**src/hw/rtl/linear_interp_resampler_assert.svh**
```systemverilog
// Assertion macros for the resampler RTL.
// LIR_ASSERT is disabled during reset, LIR_ASSERT_RST also checks in reset.
`ifndef LINEAR_INTERP_RESAMPLER_ASSERT_SVH
`define LINEAR_INTERP_RESAMPLER_ASSERT_SVH
`ifndef ASSERT_OFF
`define LIR_ASSERT(lbl, prop, msg) \
  lbl: assert property (@(posedge clk) disable iff (!rst_n) prop) else $error(msg);
`define LIR_ASSERT_RST(lbl, prop, msg) \
  lbl: assert property (@(posedge clk) prop) else $error(msg);
`else
`define LIR_ASSERT(lbl, prop, msg)
`define LIR_ASSERT_RST(lbl, prop, msg)
`endif
`endif

```
**src/hw/rtl/lir_pkg.sv**
```systemverilog
package lir_pkg;

  localparam int MAX_CHANNELS = 8;
  localparam int FRAC_BITS    = 16;
  localparam int LANES        = 8;
  localparam int SAMPLE_W     = 16;
  localparam int STEP_W       = 19;
  localparam int PHASE_W      = 19;
  localparam int CHAN_W       = 4;
  localparam int MAX_RESULTS  = 16;
  localparam int RES_CNT_W    = $clog2(MAX_RESULTS + 1);
  localparam int ADDR_W       = 4;
  localparam int DATA_W       = 32;
  localparam int QUEUE_DEPTH  = 2;
  localparam int QPTR_W       = (QUEUE_DEPTH > 1) ? $clog2(QUEUE_DEPTH) : 1;
  localparam int QCNT_W       = $clog2(QUEUE_DEPTH + 1);
  localparam int PROD_W       = SAMPLE_W + FRAC_BITS + 2;

  localparam logic [PHASE_W:0]     ONE_PHASE  = (PHASE_W + 1)'(1 << FRAC_BITS);
  localparam logic [RES_CNT_W-1:0] RES_LIMIT  = RES_CNT_W'(MAX_RESULTS);
  localparam logic [RES_CNT_W-1:0] RES_LAST   = RES_CNT_W'(MAX_RESULTS - 1);
  localparam logic [STEP_W-1:0]    STEP_RST   = STEP_W'(65536);
  localparam logic [CHAN_W-1:0]    CHAN_RST   = CHAN_W'(2);
  localparam logic                 BYPASS_RST = 1'b1;

  typedef enum logic [ADDR_W-3:0] {
    REG_STEP   = 2'd0,
    REG_CHANS  = 2'd1,
    REG_BYPASS = 2'd2
  } reg_idx_t;

  typedef logic signed [SAMPLE_W-1:0] sample_t;

  typedef struct packed {
    logic [STEP_W-1:0] step;
    logic [CHAN_W-1:0] chans;
    logic              bypass;
  } cfg_t;

  typedef struct packed {
    logic                      bypass;
    logic [LANES-1:0]          mask;
    logic [LANES-1:0][SAMPLE_W-1:0] smp;
  } job_t;

  function automatic logic [LANES-1:0] lane_mask(logic [CHAN_W-1:0] n);
    logic [LANES-1:0] m;
    for (int i = 0; i < LANES; i++) begin
      m[i] = (i < int'(n)) && (i < MAX_CHANNELS);
    end
    return m;
  endfunction

endpackage

```
**src/hw/rtl/lir_cfg.sv**
```systemverilog
module lir_cfg (
  input  logic                         clk,
  input  logic                         rst_n,
  input  logic                         psel,
  input  logic                         penable,
  input  logic                         pwrite,
  input  logic [lir_pkg::ADDR_W-1:0]   paddr,
  input  logic [lir_pkg::DATA_W-1:0]   pwdata,
  output logic [lir_pkg::DATA_W-1:0]   prdata,
  output logic                         pready,
  output lir_pkg::cfg_t                cfg
);

  lir_pkg::cfg_t    cfg_r;
  lir_pkg::cfg_t    cfg_nxt;
  lir_pkg::reg_idx_t idx;
  logic             wr;

  assign idx    = lir_pkg::reg_idx_t'(paddr[lir_pkg::ADDR_W-1:2]);
  assign wr     = psel && penable && pwrite;
  assign pready = 1'b1;
  assign cfg    = cfg_r;

  always_comb begin
    cfg_nxt = cfg_r;
    if (wr) begin
      case (idx)
        lir_pkg::REG_STEP:   cfg_nxt.step   = pwdata[lir_pkg::STEP_W-1:0];
        lir_pkg::REG_CHANS:  cfg_nxt.chans  = pwdata[lir_pkg::CHAN_W-1:0];
        lir_pkg::REG_BYPASS: cfg_nxt.bypass = pwdata[0];
        default: cfg_nxt = cfg_r;
      endcase
    end
  end

  always_comb begin
    case (idx)
      lir_pkg::REG_STEP:   prdata = lir_pkg::DATA_W'(cfg_r.step);
      lir_pkg::REG_CHANS:  prdata = lir_pkg::DATA_W'(cfg_r.chans);
      lir_pkg::REG_BYPASS: prdata = lir_pkg::DATA_W'(cfg_r.bypass);
      default: prdata = '0;
    endcase
  end

  always_ff @(posedge clk) begin
    if (!rst_n) begin
      cfg_r.step   <= lir_pkg::STEP_RST;
      cfg_r.chans  <= lir_pkg::CHAN_RST;
      cfg_r.bypass <= lir_pkg::BYPASS_RST;
    end else begin
      cfg_r <= cfg_nxt;
    end
  end

endmodule

```
**config.mk**
```make
export PLATFORM = sky130hd
export DESIGN_NAME = lir_cfg
export DESIGN_NICKNAME = d
export VERILOG_FILES = /design/src/hw/rtl/linear_interp_resampler_assert.svh /design/src/hw/rtl/lir_pkg.sv /design/src/hw/rtl/lir_cfg.sv
export SDC_FILE = /design/constraint.sdc
export NUM_CORES = 1
export LEC_CHECK = 0
export ABC_AREA = 1
export BUFFER_PORTS_ARGS = -buffer_cell sky130_fd_sc_hd__buf_2
export CAP_MARGIN = 20
export CORE_ASPECT_RATIO = 2
export CORE_MARGIN = 4
export CORE_UTILIZATION = 43
export CTS_BUF_LIST = sky130_fd_sc_hd__clkbuf_4 sky130_fd_sc_hd__clkbuf_8 sky130_fd_sc_hd__clkbuf_16
export DETAILED_ROUTE_END_ITERATION = 7
export PLACE_DENSITY = 0.84
export SLEW_MARGIN = 30
export SYNTH_ARGS = -nofsm -noshare
export SYNTH_HDL_FRONTEND = slang
export SYNTH_SLANG_ARGS = --single-unit
export TNS_END_PERCENT = 1
```
**constraint.sdc**
```tcl
create_clock -name clk -period 1.5 [get_ports clk]
set_input_delay 0.3 -clock clk [delete_from_list [all_inputs] [get_ports clk]]
set_output_delay 0.3 -clock clk [all_outputs]
set_load 0.01 [all_outputs]
```
==> key figures <==
Floorplan
  – Initial cell density of the core: 45.0%
  – # IOs: 98
  – Core area: roughly 0.0030 sq mm
  – Die area: 0.00413 sq mm
  – Vertical die dimension: 87.0 microns
  – Die boundary width: between 40 and 50 microns
  – Number of rows in the core area: 28

Critical path
  – Data arrival time at the worst-slack endpoint: 1.03 ns
  – Crit-path leading delay family: buffers and inverters
  – Crit-path max cell delay: about 0.2 ns
  – Slack of the worst reg-to-reg path: 0.91 ns
  – Number of buffers and inverters on the critical path: 3
  – Startpoint kind of the worst setup timing path: primary input
  – Required time worst endpoint: between 1 and 1.5 ns
  – Critical setup path kind: primary input to primary output
  – Crit path max fanout: 11
  – CP dominant cell by count: sky130_fd_sc_hd__buf_2
  – Crit end category: primary output
  – Ordered list of cells on the worst path: buf_2 -> nor2_1 -> buf_4 -> a22o_1 -> buf_2
  – Cell with the biggest individual delay on the critical path: sky130_fd_sc_hd__buf_4

Place
  – Routability-driven placement congestion ratio: 0.740
  – Number of input and output port buffers inserted: 68
  – Detailed Place HPWL: 2470 microns

Pwr
  – Switching Power: 0.323 mW
  – Maximum vdd ir drop: 0.527 mV
  – Power per cell area: between 700 and 800 mW/mm^2
  – Logic pwr share: between 10% and 20%
  – Part of the total power dissipated in the clock network: 33.1%
  – Static leakage: 0.971 nW
  – Pint: 0.959 mW
  – Share of total power in sequential cells: ~52%
  – Share of total power consumed by net switching: 25.2%

Timing
  – Final Hold Violating Endpoints: 0
  – Number of slew-limit violations in the final report: 0
  – Final period utilization: 88.8%
  – Sum of negative setup slack: 0 ns
  – Highest clock rate: ~750 MHz
  – Final number of setup-violating endpoints: 0
  – Unrepaired setup endpoints after global routing: false
  – Minimum clock period after layout: 1.33 ns
  – Worst clock skew: 0 ns

Clock network
  – Clk Latency, worst-skew pair: 0.26 ns
  – Sinks on Clock Net: 24
  – Number of setup buffers added after CTS: 0
  – Post-cts hold buffer count: 0
  – CTS tree: done
  – Clock Pin Slew Worst Setup and Hold Paths: 0.08 ns
  – Maximum buffer depth of the clock tree: 2
  – Num CTS Buffers: 3
  – Post_cts resized: 0
  – Clk root buf: sky130_fd_sc_hd__clkbuf_8
  – H-Tree Level Count: 1

Final layout
  – Diode count: 0
  – Nets: between 300 and 400
  – Fraction of final layout cells with drive strength greater than 1: 29.7%
  – Util after Layout: a little under three fifths
  – Layout Area Growth over Synthesis: 25.7%
  – Flip-flop count of the largest register, all copies and words added: 24

Routing
  – Total detailed-routing wirelength: 3170 microns
  – Mean number of vias per cell: 4.47
  – Total via count in the routed design: 1,368
  – Drc violations: 0
  – Number of detailed-route iterations in the first pass: 4
  – Detailed router's first-iteration violation count: 25
  – Final ANT Viol Nets: 0
  – Drt wl/cell: 10.4 microns

Synth
  – Distinct cell type count of the synthesized netlist: 17
  – Post-synthesis register bit count: 24
  – Part of the Yosys area used for sequential elements: between 30% and 40%
  – Yosys warnings: 0
  – Instance count of the mapped netlist: 210
  – Netlist area before placement: 0.00134 sq mm
  – Post-Syn Area per Cell: 6.39 sq um

GRT
  – Number of global-route vias before repair: 1,267
  – Global-route wire length before repair: 5090 microns
  – Maximum number of pins on one net before global-route repair: 25
  – Final global-route overflow total: 0
  – Global Route Usage Sum: 16.6%
  – Number of antenna violations at the first check in global routing: 0

Outcome
  – Run status: completed

Flow run
  – Maximum Capacitance Violations: 0

Min path
  – Class of the tightest hold or removal check: primary input to flop
-- cell usage in the layout, fill, tap and decap left out --
cell type / netlist / final
sky130_fd_sc_hd__a22o_1: 3 / 3
sky130_fd_sc_hd__buf_4: 18 / 4
sky130_fd_sc_hd__nor2_1: 61 / 61
sky130_fd_sc_hd__inv_1: 34 / 34
sky130_fd_sc_hd__nor2_8: 1 / 1
sky130_fd_sc_hd__nand3_2: 1 / 1
sky130_fd_sc_hd__nand3_1: 26 / 26
sky130_fd_sc_hd__o21ai_0: 2 / 2
sky130_fd_sc_hd__buf_2: 1 / 68
sky130_fd_sc_hd__nand2_1: 30 / 30
sky130_fd_sc_hd__dfxtp_1: 24 / 24
sky130_fd_sc_hd__nand2_4: 1 / 1
sky130_fd_sc_hd__nor2_2: 1 / 1
sky130_fd_sc_hd__clkbuf_8: 0 / 4
sky130_fd_sc_hd__inv_2: 2 / 2
sky130_fd_sc_hd__conb_1: 2 / 14
-- stage by stage --
stage	worst slack (ns)	cells	total power, mW	hold WS, ns	instance area, sq um
finish	0.168	306	1.28	0.250	1690
global route	0.0862	306	1.36	0.264	1690
CTS	0.167	306	1.31	0.245	1690
detailed placement	0.174	302	0.875	0.474	1630
global placement	0.153	302	0.871	0.460	1630
floorplan	0.360	222	0.826	0.421	1390
-- cell usage after synthesis (all sizes together) --
library cell	count	area [sq um]
buf	20	155
o21ai	2	10.0
clkbuf	2	7.51
dfxtp	24	480
conb	2	7.51
nand2	31	124
a22o	3	26.3
nand3	27	140
nor2	63	255
inv	36	135
-- power by group through the flow --
| stage | clock network (mW) | registers [mW] | logic [mW] |
|---|---|---|---|
| floorplan | 0 | 0.681 | 0.145 |
| global placement | 0 | 0.675 | 0.197 |
| detailed placement | 0 | 0.675 | 0.199 |
| CTS | 0.448 | 0.660 | 0.200 |
| global route | 0.469 | 0.662 | 0.228 |
| finish | 0.424 | 0.660 | 0.198 |
-- kinds of logic (layout without fill, tap and decap cells) --
group	after synthesis	count (layout)	share of synthesized area [%]
other cells	2	14	0.560
simple gates	121	121	38.7
flops	24	24	35.8
compound gates	5	5	2.71
buf+inv	58	112	22.2
-- worst paths after layout --
| kind | start | to | cells past startpoint |
|---|---|---|---|
| setup / recovery | paddr[2] | prdata[2] | 5 |
| setup reg to reg | cfg[21] | cfg[21] | 2 |
| hold reg to reg | cfg[0] | cfg[0] | 2 |
| hold / removal | pwdata[16] | cfg[21] | 3 |
-- final cells by class --
type                    count  area, sq um
clock buffers               4         55.1
multi-input cells         140          608
well taps                  30         37.5
flip-flops and latches     24          480
inverters                  36          135
repair buffers             72          370
fillers                   309         1290
-- worst reg2reg max path: cells and delay by family (launching register included) --
| kind | cells | cell delay (ns) |
|---|---|---|
| flip-flops | 1 | 0.33 |
| AND/OR/NAND/NOR | 1 | 0.08 |
| AO/OA/AOI/OAI | 1 | 0.07 |
-- metal layers --
layer	global-route usage (%)	wire [microns]	vias to the layer above
met2	30.8	1780	43
met4	8.31	41	0
met1	16.5	1140	596
met3	1.86	212	2
li1	-	-	727
met5	0	0	-
Power figures use the tool's default switching activity.
