## src/hw/rtl/linear_interp_resampler_assert.svh

```systemverilog
// Assertion macros for the resampler RTL.
// LIR_ASSERT is disabled during reset, LIR_ASSERT_RST also checks in reset.
`ifndef LINEAR_INTERP_RESAMPLER_ASSERT_SVH
`define LINEAR_INTERP_RESAMPLER_ASSERT_SVH
`ifndef ASSERT_OFF
`define LIR_ASSERT(lbl, prop, msg) \
  lbl: assert property (@(posedge clk) disable iff (!rst_n) prop) else $error(msg);
`define LIR_ASSERT_RST(lbl, prop, msg) \
  lbl: assert property (@(posedge clk) prop) else $error(msg);
`else
`define LIR_ASSERT(lbl, prop, msg)
`define LIR_ASSERT_RST(lbl, prop, msg)
`endif
`endif

```

## src/hw/rtl/lir_pkg.sv

```systemverilog
package lir_pkg;

  localparam int MAX_CHANNELS = 8;
  localparam int FRAC_BITS    = 16;
  localparam int LANES        = 8;
  localparam int SAMPLE_W     = 16;
  localparam int STEP_W       = 19;
  localparam int PHASE_W      = 19;
  localparam int CHAN_W       = 4;
  localparam int MAX_RESULTS  = 16;
  localparam int RES_CNT_W    = $clog2(MAX_RESULTS + 1);
  localparam int ADDR_W       = 4;
  localparam int DATA_W       = 32;
  localparam int QUEUE_DEPTH  = 2;
  localparam int QPTR_W       = (QUEUE_DEPTH > 1) ? $clog2(QUEUE_DEPTH) : 1;
  localparam int QCNT_W       = $clog2(QUEUE_DEPTH + 1);
  localparam int PROD_W       = SAMPLE_W + FRAC_BITS + 2;

  localparam logic [PHASE_W:0]     ONE_PHASE  = (PHASE_W + 1)'(1 << FRAC_BITS);
  localparam logic [RES_CNT_W-1:0] RES_LIMIT  = RES_CNT_W'(MAX_RESULTS);
  localparam logic [RES_CNT_W-1:0] RES_LAST   = RES_CNT_W'(MAX_RESULTS - 1);
  localparam logic [STEP_W-1:0]    STEP_RST   = STEP_W'(65536);
  localparam logic [CHAN_W-1:0]    CHAN_RST   = CHAN_W'(2);
  localparam logic                 BYPASS_RST = 1'b1;

  typedef enum logic [ADDR_W-3:0] {
    REG_STEP   = 2'd0,
    REG_CHANS  = 2'd1,
    REG_BYPASS = 2'd2
  } reg_idx_t;

  typedef logic signed [SAMPLE_W-1:0] sample_t;

  typedef struct packed {
    logic [STEP_W-1:0] step;
    logic [CHAN_W-1:0] chans;
    logic              bypass;
  } cfg_t;

  typedef struct packed {
    logic                      bypass;
    logic [LANES-1:0]          mask;
    logic [LANES-1:0][SAMPLE_W-1:0] smp;
  } job_t;

  function automatic logic [LANES-1:0] lane_mask(logic [CHAN_W-1:0] n);
    logic [LANES-1:0] m;
    for (int i = 0; i < LANES; i++) begin
      m[i] = (i < int'(n)) && (i < MAX_CHANNELS);
    end
    return m;
  endfunction

endpackage

```

## src/hw/rtl/lir_if.sv

```systemverilog
interface lir_in_if;
  logic valid;
  logic ready;
  logic signed [lir_pkg::SAMPLE_W-1:0] sample_0;
  logic signed [lir_pkg::SAMPLE_W-1:0] sample_1;
  logic signed [lir_pkg::SAMPLE_W-1:0] sample_2;
  logic signed [lir_pkg::SAMPLE_W-1:0] sample_3;
  logic signed [lir_pkg::SAMPLE_W-1:0] sample_4;
  logic signed [lir_pkg::SAMPLE_W-1:0] sample_5;
  logic signed [lir_pkg::SAMPLE_W-1:0] sample_6;
  logic signed [lir_pkg::SAMPLE_W-1:0] sample_7;

  modport source (
    output valid, sample_0, sample_1, sample_2, sample_3,
           sample_4, sample_5, sample_6, sample_7,
    input  ready
  );
  modport sink (
    input  valid, sample_0, sample_1, sample_2, sample_3,
           sample_4, sample_5, sample_6, sample_7,
    output ready
  );
endinterface


```

## src/hw/rtl/lir_front.sv

```systemverilog
module lir_front (
  input  logic                       clk,
  input  logic                       rst_n,
  input  logic [lir_pkg::CHAN_W-1:0] chans,
  input  logic                       bypass,
  lir_in_if.sink                     in_ch,
  output lir_pkg::job_t              job,
  output logic                       job_valid,
  input  logic                       job_ready
);

  lir_pkg::job_t q_r [lir_pkg::QUEUE_DEPTH];
  lir_pkg::job_t in_job;

  logic [lir_pkg::QPTR_W-1:0] wr_ptr_r, wr_ptr_nxt;
  logic [lir_pkg::QPTR_W-1:0] rd_ptr_r, rd_ptr_nxt;
  logic [lir_pkg::QCNT_W-1:0] cnt_r, cnt_nxt;
  logic                       push;
  logic                       pop;

  // classify: capture mode and active lanes with the frame
  always_comb begin
    in_job.bypass = bypass;
    in_job.mask   = lir_pkg::lane_mask(chans);
    in_job.smp[0] = in_ch.sample_0;
    in_job.smp[1] = in_ch.sample_1;
    in_job.smp[2] = in_ch.sample_2;
    in_job.smp[3] = in_ch.sample_3;
    in_job.smp[4] = in_ch.sample_4;
    in_job.smp[5] = in_ch.sample_5;
    in_job.smp[6] = in_ch.sample_6;
    in_job.smp[7] = in_ch.sample_7;
  end

  assign in_ch.ready = (cnt_r != lir_pkg::QCNT_W'(lir_pkg::QUEUE_DEPTH));
  assign job_valid   = (cnt_r != '0);
  assign job         = q_r[rd_ptr_r];
  assign push        = in_ch.valid && in_ch.ready;
  assign pop         = job_valid && job_ready;

  always_comb begin
    wr_ptr_nxt = wr_ptr_r;
    rd_ptr_nxt = rd_ptr_r;
    cnt_nxt    = cnt_r;
    if (push) begin
      wr_ptr_nxt = (wr_ptr_r == lir_pkg::QPTR_W'(lir_pkg::QUEUE_DEPTH - 1)) ? '0
                 : wr_ptr_r + lir_pkg::QPTR_W'(1);
    end
    if (pop) begin
      rd_ptr_nxt = (rd_ptr_r == lir_pkg::QPTR_W'(lir_pkg::QUEUE_DEPTH - 1)) ? '0
                 : rd_ptr_r + lir_pkg::QPTR_W'(1);
    end
    if (push && !pop) begin
      cnt_nxt = cnt_r + lir_pkg::QCNT_W'(1);
    end else if (pop && !push) begin
      cnt_nxt = cnt_r - lir_pkg::QCNT_W'(1);
    end
  end

  always_ff @(posedge clk) begin
    if (push) begin
      q_r[wr_ptr_r] <= in_job;
    end
  end

  always_ff @(posedge clk) begin
    if (!rst_n) begin
      wr_ptr_r <= '0;
      rd_ptr_r <= '0;
      cnt_r    <= '0;
    end else begin
      wr_ptr_r <= wr_ptr_nxt;
      rd_ptr_r <= rd_ptr_nxt;
      cnt_r    <= cnt_nxt;
    end
  end

endmodule

```

## src/flat_wrapper.sv

```systemverilog
// flat-port wrapper written by rule: the top's interface ports become plain ports
module lir_front_flat 
  (clk, rst_n, chans, bypass, job, job_valid, job_ready, in_ch_valid, in_ch_sample_0, in_ch_sample_1, in_ch_sample_2, in_ch_sample_3, in_ch_sample_4, in_ch_sample_5, in_ch_sample_6, in_ch_sample_7, in_ch_ready);
  lir_in_if in_ch_i ();
  input  logic clk;
  input  logic rst_n;
  input  logic [lir_pkg::CHAN_W-1:0] chans;
  input  logic bypass;
  output lir_pkg::job_t job;
  output logic job_valid;
  input  logic job_ready;
  input wire logic [$bits(in_ch_i.valid)-1:0] in_ch_valid;
  input wire logic [$bits(in_ch_i.sample_0)-1:0] in_ch_sample_0;
  input wire logic [$bits(in_ch_i.sample_1)-1:0] in_ch_sample_1;
  input wire logic [$bits(in_ch_i.sample_2)-1:0] in_ch_sample_2;
  input wire logic [$bits(in_ch_i.sample_3)-1:0] in_ch_sample_3;
  input wire logic [$bits(in_ch_i.sample_4)-1:0] in_ch_sample_4;
  input wire logic [$bits(in_ch_i.sample_5)-1:0] in_ch_sample_5;
  input wire logic [$bits(in_ch_i.sample_6)-1:0] in_ch_sample_6;
  input wire logic [$bits(in_ch_i.sample_7)-1:0] in_ch_sample_7;
  output wire logic [$bits(in_ch_i.ready)-1:0] in_ch_ready;
  assign in_ch_i.valid = in_ch_valid;
  assign in_ch_i.sample_0 = in_ch_sample_0;
  assign in_ch_i.sample_1 = in_ch_sample_1;
  assign in_ch_i.sample_2 = in_ch_sample_2;
  assign in_ch_i.sample_3 = in_ch_sample_3;
  assign in_ch_i.sample_4 = in_ch_sample_4;
  assign in_ch_i.sample_5 = in_ch_sample_5;
  assign in_ch_i.sample_6 = in_ch_sample_6;
  assign in_ch_i.sample_7 = in_ch_sample_7;
  assign in_ch_ready = in_ch_i.ready;
  lir_front u_core (.clk(clk), .rst_n(rst_n), .chans(chans), .bypass(bypass), .in_ch(in_ch_i), .job(job), .job_valid(job_valid), .job_ready(job_ready));
endmodule
```

## config.mk

```make
export PLATFORM = sky130hd
export DESIGN_NAME = lir_front_flat
export DESIGN_NICKNAME = d
export VERILOG_FILES = /design/src/hw/rtl/linear_interp_resampler_assert.svh /design/src/hw/rtl/lir_pkg.sv /design/src/hw/rtl/lir_if.sv /design/src/hw/rtl/lir_front.sv /design/src/flat_wrapper.sv
export SDC_FILE = /design/constraint.sdc
export NUM_CORES = 1
export LEC_CHECK = 0
export BUFFER_PORTS_ARGS = -buffer_cell sky130_fd_sc_hd__buf_2
export CORE_MARGIN = 2
export CORE_UTILIZATION = 52
export CTS_BUF_LIST = sky130_fd_sc_hd__clkbuf_16
export DETAILED_ROUTE_END_ITERATION = 8
export PLACE_DENSITY = 0.82
export SETUP_SLACK_MARGIN = 0.3
export SYNTH_ARGS = -nofsm -noshare
export SYNTH_HDL_FRONTEND = slang
export SYNTH_SLANG_ARGS = --single-unit
```

## constraint.sdc

```tcl
create_clock -name clk -period 5.9 [get_ports clk]
set_clock_uncertainty 0.2 [all_clocks]
set_input_delay 0.295 -clock clk [delete_from_list [all_inputs] [get_ports clk]]
set_output_delay 0.295 -clock clk [all_outputs]
set_load 0.01 [all_outputs]
```

==> results by group <==
Run
  – Max_cap viols: 0

Floorplan
  – # IOs: 276
  – Chip Width: 144 µm
  – Num rows: 51
  – Core box area: 19400 µm²
  – Die area: 20800 µm²
  – Initial core utilization: 0.527
  – Die Ht: 144 µm

Global routing
  – Total global-route track usage: 0.204
  – M1 GR Usage: 0.231
  – Vias in the first global route: 6366
  – Top Usage Layer GRT: met2
  – Met3 Resource Use GR: 0.0517
  – Largest net degree at the start of global routing: 83
  – First-pass GRT wire length: 32600 µm
  – M2 GR Usage: 0.379
  – Initial antenna violation count: 0
  – Grt total ovfl: 0

Worst setup path
  – Slowest CP cell: dfxtp_4
  – Maximum net fanout on the critical path: 73
  – R2r setup slk: 3010 ps
  – FF-to-FF path depth: 3
  – CP peak stage delay: 880 ps
  – CP endpoint kind: output pin
  – Worst setup SP type: register
  – Crit path DAT: 2910 ps
  – Worst Path Required: 5410 ps
  – Critical Path, Cell by Cell: buf_4 -> mux2_2 -> buf_2
  – R2r startpoint: u_core.cnt_r[0]
  – Reg-to-Reg End: u_core.q_r[1][26]
  – Crit Path Category: reg -> out

Final layout
  – Synth-to-Final Area Change: 37.5%
  – Most frequent cells in the layout: 275 x buf_2, 274 x edfxtp_1, 137 x mux2_2, 136 x dlygate4sd3_1, 29 x clkbuf_16
  – Commonest non-fill, non-tap cell in the layout: buf_2
  – ANT cells: 0
  – Layout cell share with drive strength beyond 1: 0.509
  – Fill count: 1143
  – Final Util: 0.725
  – Fin nets: 1026

Power
  – PD cells: 393 nW/µm²
  – Power Internal: 0.00408 W
  – Switching pwr: 0.00145 W
  – Peak VDD IR: 0.408 mV
  – Combinational share of power: 0.232
  – Static Leak: 5.29 nW
  – Flop pwr share: 0.471
  – Sw frac: 0.262
  – Clk network pwr share: 0.297
  – Final Total Pwr: 0.00553 W

Min path
  – Min-Delay Path Class: in -> reg
  – Worst hold path stage count: 4
  – Worst Hold End: u_core.rd_ptr_r
  – Min-delay src: job_ready

STA
  – Period Utilization, post-route: 0.578
  – TNS Setup: 0 ps
  – Final Hold Fails: 0
  – RSZ-0062 raised after global routing: no
  – Final Max Slew Viols: 0
  – Slew @ Worst Pin: 1000 ps
  – Fmax: 293 MHz
  – # setup viols final: 0
  – Worst rel slew slack: 0.332
  – Min cycle time layout: 3410 ps

Run status
  – Outcome: finished, final reports clean

CTS
  – H-tree depth: 1
  – CTS sink cnt: 279
  – TritonCTS clock tree: yes
  – Maximum clock insertion buffer count: 3
  – Worst-Skew Late Latency: 520 ps
  – Clk root buf: clkbuf_16
  – Number of buffers created by CTS: 28
  – Clock-pin slew on the worst setup and hold paths: 60 ps
  – Postcts setup bufs: 0
  – Post-CTS Resized: 0

Detailed routing
  – Drt pass-1 iters: 7
  – Initial drt markers: 278
  – Antenna-violating nets left: 0
  – # DRC: 0
  – Via Count: 5840
  – Routed wire per std cell: 18.6 µm
  – Via/cell ratio: 4.98
  – Aggregate routed wire length: 21900 µm

Synth
  – Sequential area share after synthesis: 0.815
  – Post-synthesis cell count: 458
  – Syn. warnings: 0
  – Syn Nets: 596
  – Syn Area/Cell: 22.3 µm²
  – Post-synth cell types: 24
  – FF+latch count, synth: 279
  – Cell Area, Synth: 10200 µm²

Placed design
  – Buffers added on ports: 275
  – GPL Wtd Cong: 0.756
  – HPWL Detailed: 12400 µm
[registers in the layout (all words and copies together) (netlist names), named ones only]
signal,count
u_core.q_r,274
u_core.cnt_r,2
u_core.rd_ptr_r,1
u_core.wr_ptr_r,1
[how the worst max path moves through the flow]
stage,cells after the start,endpoint,slack (ps),startpoint
after floorplan,2,u_core.q_r[1][0],1420,u_core.cnt_r[0]
after global placement,3,job[55],3050,register
after detailed placement,3,job[55],2990,register
after CTS,3,job[55],2430,register
after global routing,3,job[113],2260,register
final,3,job[118],2490,register
[final cells by class]
class | count | area, µm² | area share
multi-input cells | 163 | 1750 | 0.124
clock buffers | 29 | 726 | 0.0516
well taps | 265 | 332 | 0.0236
flip-flops and latches | 279 | 8330 | 0.593
inverters | 1 | 8.76 | 0.000623
repair buffers | 415 | 2770 | 0.197
clock inverters | 21 | 146 | 0.0104
[per-layer routing]
layer	routed length [µm]	share of wire	vias up
li1	-	-	2686
met1	8200	0.38	2865
met4	547	0.025	0
met3	1580	0.072	46
met2	11500	0.53	243
met5	0	0	-
[synth_stat cells, drive strengths merged]
| library cell | n | area [µm²] |
|---|---|---|
| a21o | 2 | 15.0 |
| o21ai | 3 | 15.0 |
| edfxtp | 274 | 8230 |
| nand2b | 2 | 20.0 |
| mux2 | 137 | 1540 |
| buf | 15 | 150 |
| and3 | 1 | 6.26 |
| dfxtp | 5 | 100 |
| xnor2 | 2 | 17.5 |
| or3 | 2 | 17.5 |
| or2 | 3 | 18.8 |
| xor2 | 1 | 8.76 |
| ha | 1 | 12.5 |
| a21bo | 1 | 10.0 |
| nand3b | 1 | 7.51 |
| a31o | 1 | 8.76 |
| a21boi | 2 | 15.0 |
| inv | 1 | 3.75 |
| and2 | 4 | 25.0 |
[power groups by stage]
stage	clock network (W)	registers [W]	logic, W
2_1_floorplan	0	0.00259	0.000841
3_3_place_gp	0	0.00262	0.00117
3_5_place_dp	0	0.00264	0.00120
4_1_cts	0.00167	0.00260	0.00128
5_1_grt	0.00175	0.00263	0.00138
6_report	0.00164	0.00260	0.00128
[per-stage QoR]
step                std cells  setup slack [ps]  area, µm²  hold slack [ps]
floorplan                 458              1420      10200              194
global placement          987              3050      11800              282
detailed placement        987              2990      11800              286
CTS                      1173              2430      14100             41.4
global route             1173              2260      14100             75.9
finish                   1173              2490      14100             65.9
[critical path, delay by kind of cell, from the launching register on]
kind / cells / cell delay (ps)
buffers and inverters: 2 / 980
DFF: 1 / 880
muxes: 1 / 430
[logic make-up after synthesis]
family	after synthesis	share of synthesized area
buffers and inverters	16	0.0151
xor gates and xnor gates	3	0.00257
and+or+nand+nor	13	0.00930
AOI/OAI and AO/OA	9	0.00624
adders and majority gates	1	0.00122
muxes	137	0.151
DFF	279	0.815
[repair_timing]
action	4_1_cts	5_1_grt
endpoints found under the setup margin	0	0
hold buffers	136	0
hold endpoints to repair	279	0
Power figures use the tool's default switching activity.
